## src/hdl/ssr_pkg.sv

```systemverilog
// Shared constants and types of the streaming find-and-replace block.
package ssr_pkg;

  // Default limits on the pattern and replacement lengths, in bytes.
  localparam int unsigned SSR_MAX_PATTERN_BYTES     = 8;
  localparam int unsigned SSR_MAX_REPLACEMENT_BYTES = 8;

  // Configuration port widths, fixed by the register set.
  localparam int unsigned CFG_INDEX_W = 2;
  localparam int unsigned CFG_DATA_W  = 64;

  // Register indexes.
  localparam logic [CFG_INDEX_W-1:0] REG_MATCH_PATTERN      = 2'd0;
  localparam logic [CFG_INDEX_W-1:0] REG_PATTERN_LENGTH     = 2'd1;
  localparam logic [CFG_INDEX_W-1:0] REG_REPLACEMENT_TEXT   = 2'd2;
  localparam logic [CFG_INDEX_W-1:0] REG_REPLACEMENT_LENGTH = 2'd3;

  // Control that goes with a burst handed to the output stage.
  typedef struct packed {
    logic load;      // a burst of one or more results is handed over
    logic end_mark;  // the last result of the burst ends the text
    logic bare;      // the burst is a single end mark without a byte
  } burst_ctl_t;

endpackage

```

## src/hdl/ssr_cell.sv

```systemverilog
// One byte cell of the pending window: holds a byte and compares it with its pattern byte.
module ssr_cell (
  input  logic       clk_i,
  input  logic       load_i,
  input  logic       tail_i,
  input  logic [7:0] in_byte_i,
  input  logic [7:0] shift_byte_i,
  input  logic [7:0] pat_byte_i,
  output logic [7:0] cur_byte_o,
  output logic       hit_o
);

  logic [7:0] byte_q;

  // The cell at the tail position sees the incoming byte as already appended.
  assign cur_byte_o = tail_i ? in_byte_i : byte_q;
  assign hit_o      = (cur_byte_o == pat_byte_i);

  always_ff @(posedge clk_i) begin
    if (load_i) begin
      byte_q <= shift_byte_i;
    end
  end

endmodule

```

## src/hdl/ssr_burst.sv

```systemverilog
// Output stage: holds one burst of results and sends them one item per cycle while the receiver is ready.
module ssr_burst #(
  parameter int unsigned Depth = 8
) (
  input  logic                       clk_i,
  input  logic                       rst_ni,
  input  ssr_pkg::burst_ctl_t        ctl_i,
  input  logic [$clog2(Depth+1)-1:0] len_i,
  input  logic [7:0]                 bytes_i [Depth],
  output logic                       can_load_o,
  output logic                       m_valid_o,
  input  logic                       m_ready_i,
  output logic [7:0]                 m_byte_o,
  output logic                       m_byte_valid_o,
  output logic                       m_last_o
);

  localparam int unsigned LenW = $clog2(Depth+1);

  logic [7:0]      bytes_q [Depth];
  logic [7:0]      bytes_d [Depth];
  logic [LenW-1:0] rem_q, rem_d;
  logic            end_q, end_d;
  logic            bare_q, bare_d;
  logic            pop;

  assign m_valid_o      = (rem_q != '0);
  assign pop            = m_valid_o && m_ready_i;
  assign can_load_o     = (rem_q == '0) || ((rem_q == LenW'(1)) && m_ready_i);
  assign m_byte_o       = bare_q ? 8'h00 : bytes_q[0];
  assign m_byte_valid_o = !bare_q;
  assign m_last_o       = end_q && (rem_q == LenW'(1));

  always_comb begin
    rem_d  = rem_q;
    end_d  = end_q;
    bare_d = bare_q;
    for (int i = 0; i < int'(Depth); i++) begin
      bytes_d[i] = bytes_q[i];
    end
    if (ctl_i.load) begin
      rem_d  = len_i;
      end_d  = ctl_i.end_mark;
      bare_d = ctl_i.bare;
      for (int i = 0; i < int'(Depth); i++) begin
        bytes_d[i] = bytes_i[i];
      end
    end else if (pop) begin
      rem_d = rem_q - LenW'(1);
      for (int i = 0; i < int'(Depth) - 1; i++) begin
        bytes_d[i] = bytes_q[i+1];
      end
    end
  end

  always_ff @(posedge clk_i or negedge rst_ni) begin
    if (!rst_ni) begin
      rem_q  <= '0;
      end_q  <= 1'b0;
      bare_q <= 1'b0;
    end else begin
      rem_q  <= rem_d;
      end_q  <= end_d;
      bare_q <= bare_d;
    end
  end

  always_ff @(posedge clk_i) begin
    bytes_q <= bytes_d;
  end

  a_rem_bounded: assert property (@(posedge clk_i) disable iff (!rst_ni)
    rem_q <= LenW'(Depth))
    else $error("burst count beyond buffer depth");

  a_load_shows: assert property (@(posedge clk_i) disable iff (!rst_ni)
    ctl_i.load |=> m_valid_o)
    else $error("loaded burst not presented");

  a_bare_is_last: assert property (@(posedge clk_i) disable iff (!rst_ni)
    (m_valid_o && bare_q) |-> m_last_o)
    else $error("bare end mark without last flag");

endmodule

```

## src/hdl/stream_substring_replace.sv

```systemverilog
// Top level of the streaming find-and-replace block.
//
//  Channel   Direction  Handshake                 Payload
//  s_axis    in         s_axis_tvalid_i/tready_o  tdata = in_byte, tlast = in_end
//  m_axis    out        m_axis_tvalid_o/tready_i  tdata = out_byte, tuser = byte_valid,
//                                                 tlast = out_end
//  cfg       in         cfg_valid_i/cfg_ready_o   cfg_index_i, cfg_data_i
//
// An item is taken in every cycle as long as each item yields at most one result and the
// output is not stalled; an item that yields more holds the input until its last result
// is being taken, as the output stage sends one result per cycle from its burst buffer.
// The window update and the match test take place in the cycle of acceptance; the first
// result of an item is registered and appears on the output in the cycle after.
// Reset clears the configuration to its defaults, the pending count and the output stage;
// the window bytes themselves are not reset. No clearing pass is needed.
// A stall on the output holds the burst buffer, and the input is held off until the last
// result of the burst is being taken.
module stream_substring_replace #(
  parameter int unsigned MAX_PATTERN_BYTES     = ssr_pkg::SSR_MAX_PATTERN_BYTES,
  parameter int unsigned MAX_REPLACEMENT_BYTES = ssr_pkg::SSR_MAX_REPLACEMENT_BYTES
) (
  input  logic                             clk_i,
  input  logic                             rst_ni,
  input  logic                             s_axis_tvalid_i,
  output logic                             s_axis_tready_o,
  input  logic [7:0]                       s_axis_tdata_i,   // [7:0] in_byte
  input  logic                             s_axis_tlast_i,
  output logic                             m_axis_tvalid_o,
  input  logic                             m_axis_tready_i,
  output logic [7:0]                       m_axis_tdata_o,   // [7:0] out_byte
  output logic                             m_axis_tuser_o,   // [0] byte_valid
  output logic                             m_axis_tlast_o,
  input  logic                             cfg_valid_i,
  output logic                             cfg_ready_o,
  input  logic [ssr_pkg::CFG_INDEX_W-1:0]  cfg_index_i,
  input  logic [ssr_pkg::CFG_DATA_W-1:0]   cfg_data_i
);

  // The burst buffer must hold either a full replacement or a full window flush.
  localparam int unsigned BurstDepth = (MAX_PATTERN_BYTES > MAX_REPLACEMENT_BYTES) ?
                                       MAX_PATTERN_BYTES : MAX_REPLACEMENT_BYTES;
  localparam int unsigned CntW       = $clog2(MAX_PATTERN_BYTES + 1);
  localparam int unsigned LenW       = $clog2(BurstDepth + 1);

  // Configuration registers.
  logic [ssr_pkg::CFG_DATA_W-1:0] pattern_q, pattern_d;
  logic [3:0]                     plen_cfg_q, plen_cfg_d;
  logic [ssr_pkg::CFG_DATA_W-1:0] repl_q, repl_d;
  logic [3:0]                     rlen_cfg_q, rlen_cfg_d;

  // Window control.
  logic [CntW-1:0] count_q, count_d;
  logic [3:0]      plen4;
  logic [3:0]      rlen4;
  logic [CntW-1:0] plen_eff;
  logic [CntW-1:0] cnt_app;
  logic [CntW-1:0] shift_k;
  logic            hit_all;
  logic            match;
  logic            in_acc;
  logic            can_load;

  logic [7:0] cur_byte   [MAX_PATTERN_BYTES];
  logic [7:0] shift_byte [MAX_PATTERN_BYTES];
  logic       hit        [MAX_PATTERN_BYTES];
  logic       tail       [MAX_PATTERN_BYTES];

  // Burst handed to the output stage.
  logic [7:0]          burst_bytes [BurstDepth];
  logic [LenW-1:0]     burst_len;
  logic [LenW-1:0]     raw_len;
  ssr_pkg::burst_ctl_t burst_ctl;

  assign cfg_ready_o     = 1'b1;
  assign s_axis_tready_o = can_load;
  assign in_acc          = s_axis_tvalid_i && can_load;

  // Configuration writes; the length registers hold only their low bits, as the lengths are 4 bits.
  always_comb begin
    pattern_d  = pattern_q;
    plen_cfg_d = plen_cfg_q;
    repl_d     = repl_q;
    rlen_cfg_d = rlen_cfg_q;
    if (cfg_valid_i) begin
      unique case (cfg_index_i)
        ssr_pkg::REG_MATCH_PATTERN:      pattern_d  = cfg_data_i;
        ssr_pkg::REG_PATTERN_LENGTH:     plen_cfg_d = cfg_data_i[3:0];
        ssr_pkg::REG_REPLACEMENT_TEXT:   repl_d     = cfg_data_i;
        ssr_pkg::REG_REPLACEMENT_LENGTH: rlen_cfg_d = cfg_data_i[3:0];
      endcase
    end
  end

  // Effective lengths: a zero pattern length acts as one, and both are clipped at the limit.
  always_comb begin
    priority if (plen_cfg_q == 4'd0) begin
      plen4 = 4'd1;
    end else if (plen_cfg_q > 4'(MAX_PATTERN_BYTES)) begin
      plen4 = 4'(MAX_PATTERN_BYTES);
    end else begin
      plen4 = plen_cfg_q;
    end
    if (rlen_cfg_q > 4'(MAX_REPLACEMENT_BYTES)) begin
      rlen4 = 4'(MAX_REPLACEMENT_BYTES);
    end else begin
      rlen4 = rlen_cfg_q;
    end
  end

  assign plen_eff = CntW'(plen4);

  // The count never exceeds the pattern limit minus one, so the new byte always fits.
  assign cnt_app = count_q + CntW'(1);

  // Number of oldest bytes that leave the window when there is no match. Normally this
  // is zero or one; after the pattern length has been shrunk it can be larger.
  always_comb begin
    if (cnt_app >= plen_eff) begin
      shift_k = cnt_app - plen_eff + CntW'(1);
    end else begin
      shift_k = '0;
    end
  end

  // The row of cells: each holds one window byte and compares it with its pattern byte.
  for (genvar g = 0; g < int'(MAX_PATTERN_BYTES); g++) begin : g_cell
    assign tail[g] = (count_q == CntW'(g));
    ssr_cell u_cell (
      .clk_i        (clk_i),
      .load_i       (in_acc),
      .tail_i       (tail[g]),
      .in_byte_i    (s_axis_tdata_i),
      .shift_byte_i (shift_byte[g]),
      .pat_byte_i   (pattern_q[8*g +: 8]),
      .cur_byte_o   (cur_byte[g]),
      .hit_o        (hit[g])
    );
  end

  // Each cell takes the byte from the cell shift_k places further along.
  always_comb begin
    for (int i = 0; i < int'(MAX_PATTERN_BYTES); i++) begin
      shift_byte[i] = cur_byte[i];
      for (int j = 0; j < int'(MAX_PATTERN_BYTES); j++) begin
        if (j == i + int'(shift_k)) begin
          shift_byte[i] = cur_byte[j];
        end
      end
    end
  end

  // A match needs exactly one pattern length of bytes, all equal to the pattern.
  always_comb begin
    hit_all = 1'b1;
    for (int i = 0; i < int'(MAX_PATTERN_BYTES); i++) begin
      if ((CntW'(i) < plen_eff) && !hit[i]) begin
        hit_all = 1'b0;
      end
    end
  end

  assign match = (cnt_app == plen_eff) && hit_all;

  // Results of the item: the replacement on a match, otherwise the oldest bytes that
  // leave the window, or all of them at the end of the text.
  always_comb begin
    for (int i = 0; i < int'(BurstDepth); i++) begin
      burst_bytes[i] = 8'h00;
      if (match) begin
        if (i < int'(MAX_REPLACEMENT_BYTES)) begin
          burst_bytes[i] = repl_q[8*i +: 8];
        end
      end else if (i < int'(MAX_PATTERN_BYTES)) begin
        burst_bytes[i] = cur_byte[i];
      end
    end
    priority if (match) begin
      raw_len = LenW'(rlen4);
    end else if (s_axis_tlast_i) begin
      raw_len = LenW'(cnt_app);
    end else begin
      raw_len = LenW'(shift_k);
    end
    // An end of text that yields nothing still sends a single bare end mark.
    burst_ctl.bare     = s_axis_tlast_i && (raw_len == '0);
    burst_ctl.end_mark = s_axis_tlast_i;
    burst_len          = burst_ctl.bare ? LenW'(1) : raw_len;
    burst_ctl.load     = in_acc && (burst_len != '0);
  end

  always_comb begin
    count_d = count_q;
    if (in_acc) begin
      if (match || s_axis_tlast_i) begin
        count_d = '0;
      end else begin
        count_d = cnt_app - shift_k;
      end
    end
  end

  always_ff @(posedge clk_i or negedge rst_ni) begin
    if (!rst_ni) begin
      pattern_q  <= '0;
      plen_cfg_q <= 4'd1;
      repl_q     <= '0;
      rlen_cfg_q <= 4'd0;
      count_q    <= '0;
    end else begin
      pattern_q  <= pattern_d;
      plen_cfg_q <= plen_cfg_d;
      repl_q     <= repl_d;
      rlen_cfg_q <= rlen_cfg_d;
      count_q    <= count_d;
    end
  end

  ssr_burst #(
    .Depth (BurstDepth)
  ) u_burst (
    .clk_i          (clk_i),
    .rst_ni         (rst_ni),
    .ctl_i          (burst_ctl),
    .len_i          (burst_len),
    .bytes_i        (burst_bytes),
    .can_load_o     (can_load),
    .m_valid_o      (m_axis_tvalid_o),
    .m_ready_i      (m_axis_tready_i),
    .m_byte_o       (m_axis_tdata_o),
    .m_byte_valid_o (m_axis_tuser_o),
    .m_last_o       (m_axis_tlast_o)
  );

  a_count_bounded: assert property (@(posedge clk_i) disable iff (!rst_ni)
    count_q < CntW'(MAX_PATTERN_BYTES))
    else $error("pending count reached the window size");

  a_end_clears: assert property (@(posedge clk_i) disable iff (!rst_ni)
    (in_acc && s_axis_tlast_i) |=> (count_q == '0))
    else $error("window not empty after end of text");

  a_match_clears: assert property (@(posedge clk_i) disable iff (!rst_ni)
    (in_acc && match) |=> (count_q == '0))
    else $error("window not empty after a match");

endmodule

```

## config.mk

```make
export PLATFORM = sky130hd
export DESIGN_NAME = stream_substring_replace
export DESIGN_NICKNAME = d
export VERILOG_FILES = /design/src/hdl/ssr_pkg.sv /design/src/hdl/ssr_cell.sv /design/src/hdl/ssr_burst.sv /design/src/hdl/stream_substring_replace.sv
export SDC_FILE = /design/constraint.sdc
export NUM_CORES = 1
export LEC_CHECK = 0
export BUFFER_PORTS_ARGS = -buffer_cell sky130_fd_sc_hd__buf_2
export CAP_MARGIN = 20
export CORE_AREA = 2 2 173 192
export CTS_BUF_LIST = sky130_fd_sc_hd__clkbuf_16
export CTS_CLUSTER_SIZE = 28
export DETAILED_ROUTE_END_ITERATION = 10
export DIE_AREA = 0 0 175 194
export PLACE_DENSITY_LB_ADDON = 0.15
export SLEW_MARGIN = 5
export SYNTH_ARGS = -nofsm -noshare
export SYNTH_HDL_FRONTEND = slang
export SYNTH_HIERARCHICAL = 1
export SYNTH_SLANG_ARGS = --single-unit
```

## constraint.sdc

```tcl
create_clock -name clk_i -period 15.57 [get_ports clk_i]
set_clock_uncertainty 0.05 [all_clocks]
set_input_delay 1.557 -clock clk_i [delete_from_list [all_inputs] [get_ports clk_i]]
set_output_delay 1.557 -clock clk_i [all_outputs]
set_load 0.005 [all_outputs]
```

# Yosys cells after proc, flatten, opt, wreduce, memory -nomap -nowiden
# Cells that the tools add are included.
# op_classes
add_sub_neg,12
reduce_logical,45
eq_ne,76
n_mux,100
magnitude_cmp,11
# op_table
op,count
== test 4 x 32 -> 1 bit (first input constant),21
2-to-1 mux 8 bit,80
== test 3 x 32 -> 1 bit (first input constant),14
== test 2 x 32 -> 1 bit (first input constant),7
zero test 32 bit,7
2-to-1 mux 56 bit,2
== test 8 bit,8
2-to-1 mux 4 bit,10
== test 3 x 5 -> 1 bit (first input constant),7
adder 3 x 4 -> 5 bit (first input constant),4
== test 4 x 3 -> 1 bit (second input constant),4
== test 4 bit (first input constant),4
zero test 4 bit,4
< comparator 3 x 4 -> 1 bit (first input constant),4
logical AND 1 bit,15
adder 2 x 4 -> 5 bit (first input constant),2
zero test 1 bit,9
adder 4 x 1 -> 4 bit (second input constant),2
== test 3 x 4 -> 1 bit (first input constant),2
== test 4 x 1 -> 1 bit (second input constant),2
== test 4 x 2 -> 1 bit (second input constant),2
> comparator 4 bit (second input constant),2
< comparator 1 x 4 -> 1 bit (first input constant),2
< comparator 2 x 4 -> 1 bit (first input constant),2
14 further kinds,28
# totals
elab_cells,268
ff_bits,274

# Depth between registers and ports, before layout
# logic_depth
word_depth,21
mapped_depth,20
depth_no_buf,16

# Modules after synthesis
# The synthesis kept the hierarchy.
# by_module_without_submodules
module,cells_per_inst,seq_area_each_um2,area_per_inst_um2,n_inst
stream_substring_replace,1209,3504.6,11414.7,1
ssr_cell,28,240.2,464.2,8
ssr_burst,175,2072.0,2986.6,1

# Worst setup path after synthesis
# Ideal clock, no wire load.
# synth_timing
kind,register to register
start,register count_q[0]
end,register u_burst/bytes_q[10] (netlist bit) (enable)
synth_period_minus_slack_ps,6873
slack_ps,8697
t_arrival_ps,6276
path_stages_with_launch,17
required_ps,14973
path_cell_list,dfrtp_1 -> inv_1 -> ha_1 -> ha_1 -> buf_2 -> inv_1 -> ha_1 -> fa_1 -> clkbuf_1 -> clkbuf_1 -> o21ai_1 -> a41o_1 -> a21oi_1 -> clkbuf_1 -> buf_2 -> inv_1 -> o21ai_0
# synth_rtl
item,line,text
start: declaration,stream_substring_replace.sv:52,"logic [CntW-1:0] count_q, count_d;"
start signal: assignment,stream_substring_replace.sv:214,count_q <= count_d;
end signal: assignment,ssr_burst.sv:69,bytes_q <= bytes_d;
end: declaration,ssr_burst.sv:20,logic [7:0] bytes_q [Depth];

==> summary by stage <==
Floorplan
In this run the horizontal extent of the chip is ~180 µm. The area of the die is between 30000 and 40000 µm². The die is about 190 µm tall. The placement row count is 69.

The area of the core region is between 30000 and 40000 µm². The top-level I/O count is 93. Once the floorplan was initialized, standard cells occupied a little under three fifths of the core.

STA
The number of max-slew violations in the final report is 0. Headroom to the max-slew limit came out at 21.1%. The final period demand of the worst path is approximately 6.4 ns. Setup violations remaining at the end of the flow were counted as 0. The total count of hold-check failures in the final report is 0. The upper clock frequency limit is 0.157 GHz. Setup repair after global routing left no endpoint under its margin. For the pin with the worst max-slew slack, the measured transition is around 1.2 ns.

The fraction of the cycle the final worst path needs is roughly two fifths. The setup TNS is 0 ns.

Synthesis
The xor/xnor cell area share of the yosys netlist is 4.17%. The number of standard cells after synthesis is 1608. The combinational family with the most area after synthesis is multiplexers.

The number of warnings issued by yosys is 6. The most used flip-flop cell after synthesis is sky130_fd_sc_hd__dfrtp_1. Of the total synthesized cell area, the portion taken by full adders, half adders and majority gates is under 10%. By area the synthesized netlist is led by sky130_fd_sc_hd__edfxtp_1 (21%), sky130_fd_sc_hd__dfrtp_1 (20%), sky130_fd_sc_hd__mux2_2 (17%).

The area of the mapped netlist is roughly 18000 µm². The synthesized netlist devotes between 10% and 20% of its cell area to simple gates. The fraction of the mapped netlist area in compound gates is ~17%. The flip-flop and latch count after synthesis is around 270.

The synthesized design devotes to its leading area cell type between 20% and 30% of total area. The post-synth net total is around 1700. The proportion of synthesized flip-flops having asynchronous set or reset is 53.3%. The number of distinct library cell variants in the gate-level netlist after synthesis is 92. After synthesis, flip-flops and latches occupy approximately two fifths of the total area. In the synthesized netlist, mux cells make up a little over a fifth of the area.

The synthesized design contains between 100 and 150 enable-type register cells. A synthesized cell averages 11.3 µm². Summed over all instances, the cell type with the most area after synthesis is sky130_fd_sc_hd__edfxtp_1.

Critical path
The worst setup path is captured at a flip-flop. For this run, the slowest stage of the critical path takes 1.05 ns. The top cell family by delay on the critical path is adder cells. At the worst endpoint, the arrival time is 6.66 ns. The critical-path maximum fanout is 18. The buffers plus inverters on the worst setup path is 3. The slowest stage of the critical path belongs to the cell sky130_fd_sc_hd__fa_1. Among the stages of the critical path, the cell type that occurs most often is sky130_fd_sc_hd__ha_1. The critical path is of the flip-flop to flip-flop type. The nature of the critical path startpoint is a flip-flop. At the worst endpoint, the required time is roughly 16 ns.

Walking the worst path, the cells encountered are inv_1, ha_1, ha_1, inv_1, ha_1, fa_1, o21ai_1, inv_1, ha_1, xor3_1, nor2_1, nand2_1, a211o_1, a211oi_1.

Route
The total number of vias is 15300. The detailed-route DRC error count is 0. For this block, the routed nets add up to about 71 mm of wire. After detailed routing, the number of vias per cell comes to 7.35. The post-detailed-route count of antenna-violating nets is 0. After detailed routing, the average wire length per cell comes to 34.1 µm.

After the first detailed-routing iteration, the DRC count stood at between 2000 and 2500. For this run, the detailed router's first-pass iteration total came to 10.

Worst hold path
The class of the tightest hold or removal check is flip-flop to flip-flop.

Clock network
The longest clock path from root to sink contains 3 buffers. After clock tree synthesis, the clock-pin slew on the worst setup and hold paths is approximately 0.060 ns. TritonCTS built the clock tree. The post-CTS resize count is 0. The H-tree depth is 1. The clock network latency to the later pin of the worst-skew pair is ~0.6 ns. The number of hold buffers added after CTS was 0.

The number of buffers created by CTS is 31. The root cell of the clock tree is sky130_fd_sc_hd__clkbuf_16. The number of clock sinks is 274. The number of buffers inserted by post-CTS setup repair is 0.

Global routing
The wire length of the first global-routing pass is slightly above 100 mm. The number of antenna violations at the first check in global routing is 3. The pin count of the biggest net entering global routing is 78. The via count of the first global-routing pass is around 15000. The total track usage is between 40% and 50%.

The total grt overflow is 0.

Finish
The summed area of non-filler cells in the final layout is between 15000 and 20000 µm². The filler cells instantiated in the layout total 2545. In the layout the commonest cells are sky130_fd_sc_hd__mux2_2 (276), sky130_fd_sc_hd__dfrtp_1 (145), sky130_fd_sc_hd__edfxtp_1 (128), sky130_fd_sc_hd__buf_2 (90), sky130_fd_sc_hd__nand2_1 (84). In the final design database the tool counted 1730 nets.

The growth of design area from synthesis to finish is 9.42%. Summing all multi-input logic gate instances after layout gives 9980 µm². Leaving out fill and tap cells, the most frequent cell in the layout is sky130_fd_sc_hd__mux2_2.

Of the cells placed in the final design, the portion with a size suffix greater than 1 is about a third. The sequential cells in the finished layout cover a total of 7500 µm².

Placed design
In this run the tool buffered the top-level ports with between 90 and 100 buffer cells. The congestion estimate from routability-driven global placement came to approximately 1.0. Once placement finished, the instance area stood at 18800 µm².

The HPWL after detailed placement is roughly 48 mm.

Run status
The flow ran to the end, and the final reports show no timing, DRC or antenna violations.

Flow run
The max-capacitance violation count is 0.
[per-stage QoR]
step / instances / util (%) / hold WS, ns / worst slack [ns]
after floorplan: 1608 / - / 0.425 / 8.70
after global placement: 2020 / 58.7 / 0.433 / 9.21
after detailed placement: 2020 / 58.7 / 0.440 / 9.20
after CTS: 2078 / 61.9 / 0.453 / 9.33
after global routing: 2078 / 61.9 / 0.459 / 8.78
final: 2079 / 61.9 / 0.450 / 9.19
[cell type report]
cell class              count  area share (%)
diodes                      1          0.0126
clock buffers              33            4.17
clock inverters            25            1.03
inverters                  27           0.511
multi-input cells        1173            50.3
flip-flops and latches    274            37.8
well taps                 426            2.69
repair buffers            120            3.43
[state kept, by name (all words and copies together) (netlist names)]
signal	count
g_cell.u_cell/byte_q	64
plen_cfg_q	4
u_burst/bare_q	1
count_q	4
pattern_q	64
u_burst/end_q	1
repl_q	64
u_burst/bytes_q	64
u_burst/rem_q	4
rlen_cfg_q	4
[cell usage after synthesis, types with 24 or more instances]
| cell | instances |
|---|---|
| sky130_fd_sc_hd__nand2_1 | 86 |
| sky130_fd_sc_hd__dfrtp_1 | 145 |
| sky130_fd_sc_hd__nand3_1 | 44 |
| sky130_fd_sc_hd__xnor2_1 | 47 |
| sky130_fd_sc_hd__edfxtp_1 | 128 |
| sky130_fd_sc_hd__a211oi_1 | 24 |
| sky130_fd_sc_hd__a21oi_1 | 25 |
| sky130_fd_sc_hd__o21ai_0 | 59 |
| sky130_fd_sc_hd__o22ai_1 | 27 |
| sky130_fd_sc_hd__nor2_1 | 62 |
| sky130_fd_sc_hd__o221ai_1 | 24 |
| sky130_fd_sc_hd__mux2_4 | 48 |
| sky130_fd_sc_hd__inv_1 | 26 |
| sky130_fd_sc_hd__a31oi_1 | 25 |
| sky130_fd_sc_hd__clkbuf_1 | 75 |
| sky130_fd_sc_hd__buf_1 | 25 |
| sky130_fd_sc_hd__mux2_2 | 276 |
| sky130_fd_sc_hd__buf_2 | 24 |
[cells by family after synthesis]
group                      Yosys count
muxes                              330
buffers and inverters              161
and+or+nand+nor                    340
xor gates and xnor gates            76
adders and majority gates           23
DFF                                274
AOI/OAI and AO/OA                  403
other                                1
[metal layers]
metal / GRT usage, % / vias to the layer above / share of wire [%]
met2: 64.4 / 1070 / 45
met4: 27.9 / 2 / 8.5
li1: - / 6322 / -
met3: 10.7 / 335 / 11
met1: 50.5 / 7546 / 36
met5: 0 / - / 0.025
[worst paths after layout]
| kind | endpoint | slack (ns) | depth (start not counted) | from |
|---|---|---|---|---|
| setup reg to reg | g_cell[1].u_cell/byte_q[0] | 9.19 | 14 | count_q[0] |
| setup / recovery | g_cell[1].u_cell/byte_q[0] | 9.19 | 14 | count_q[0] |
| hold / removal | repl_q[56] | 0.45 | 1 | repl_q[56] |
| hold reg to reg | repl_q[56] | 0.45 | 1 | repl_q[56] |
| max in group asynchronous | repl_q[37] | 13.10 | 2 | rst_ni |
| min in group asynchronous | rlen_cfg_q[0] | 0.94 | 1 | rst_ni |
Power is left out: the tool's default activity adds up to more than one toggle a clock period on the data nets, which glitch-free logic cannot reach.
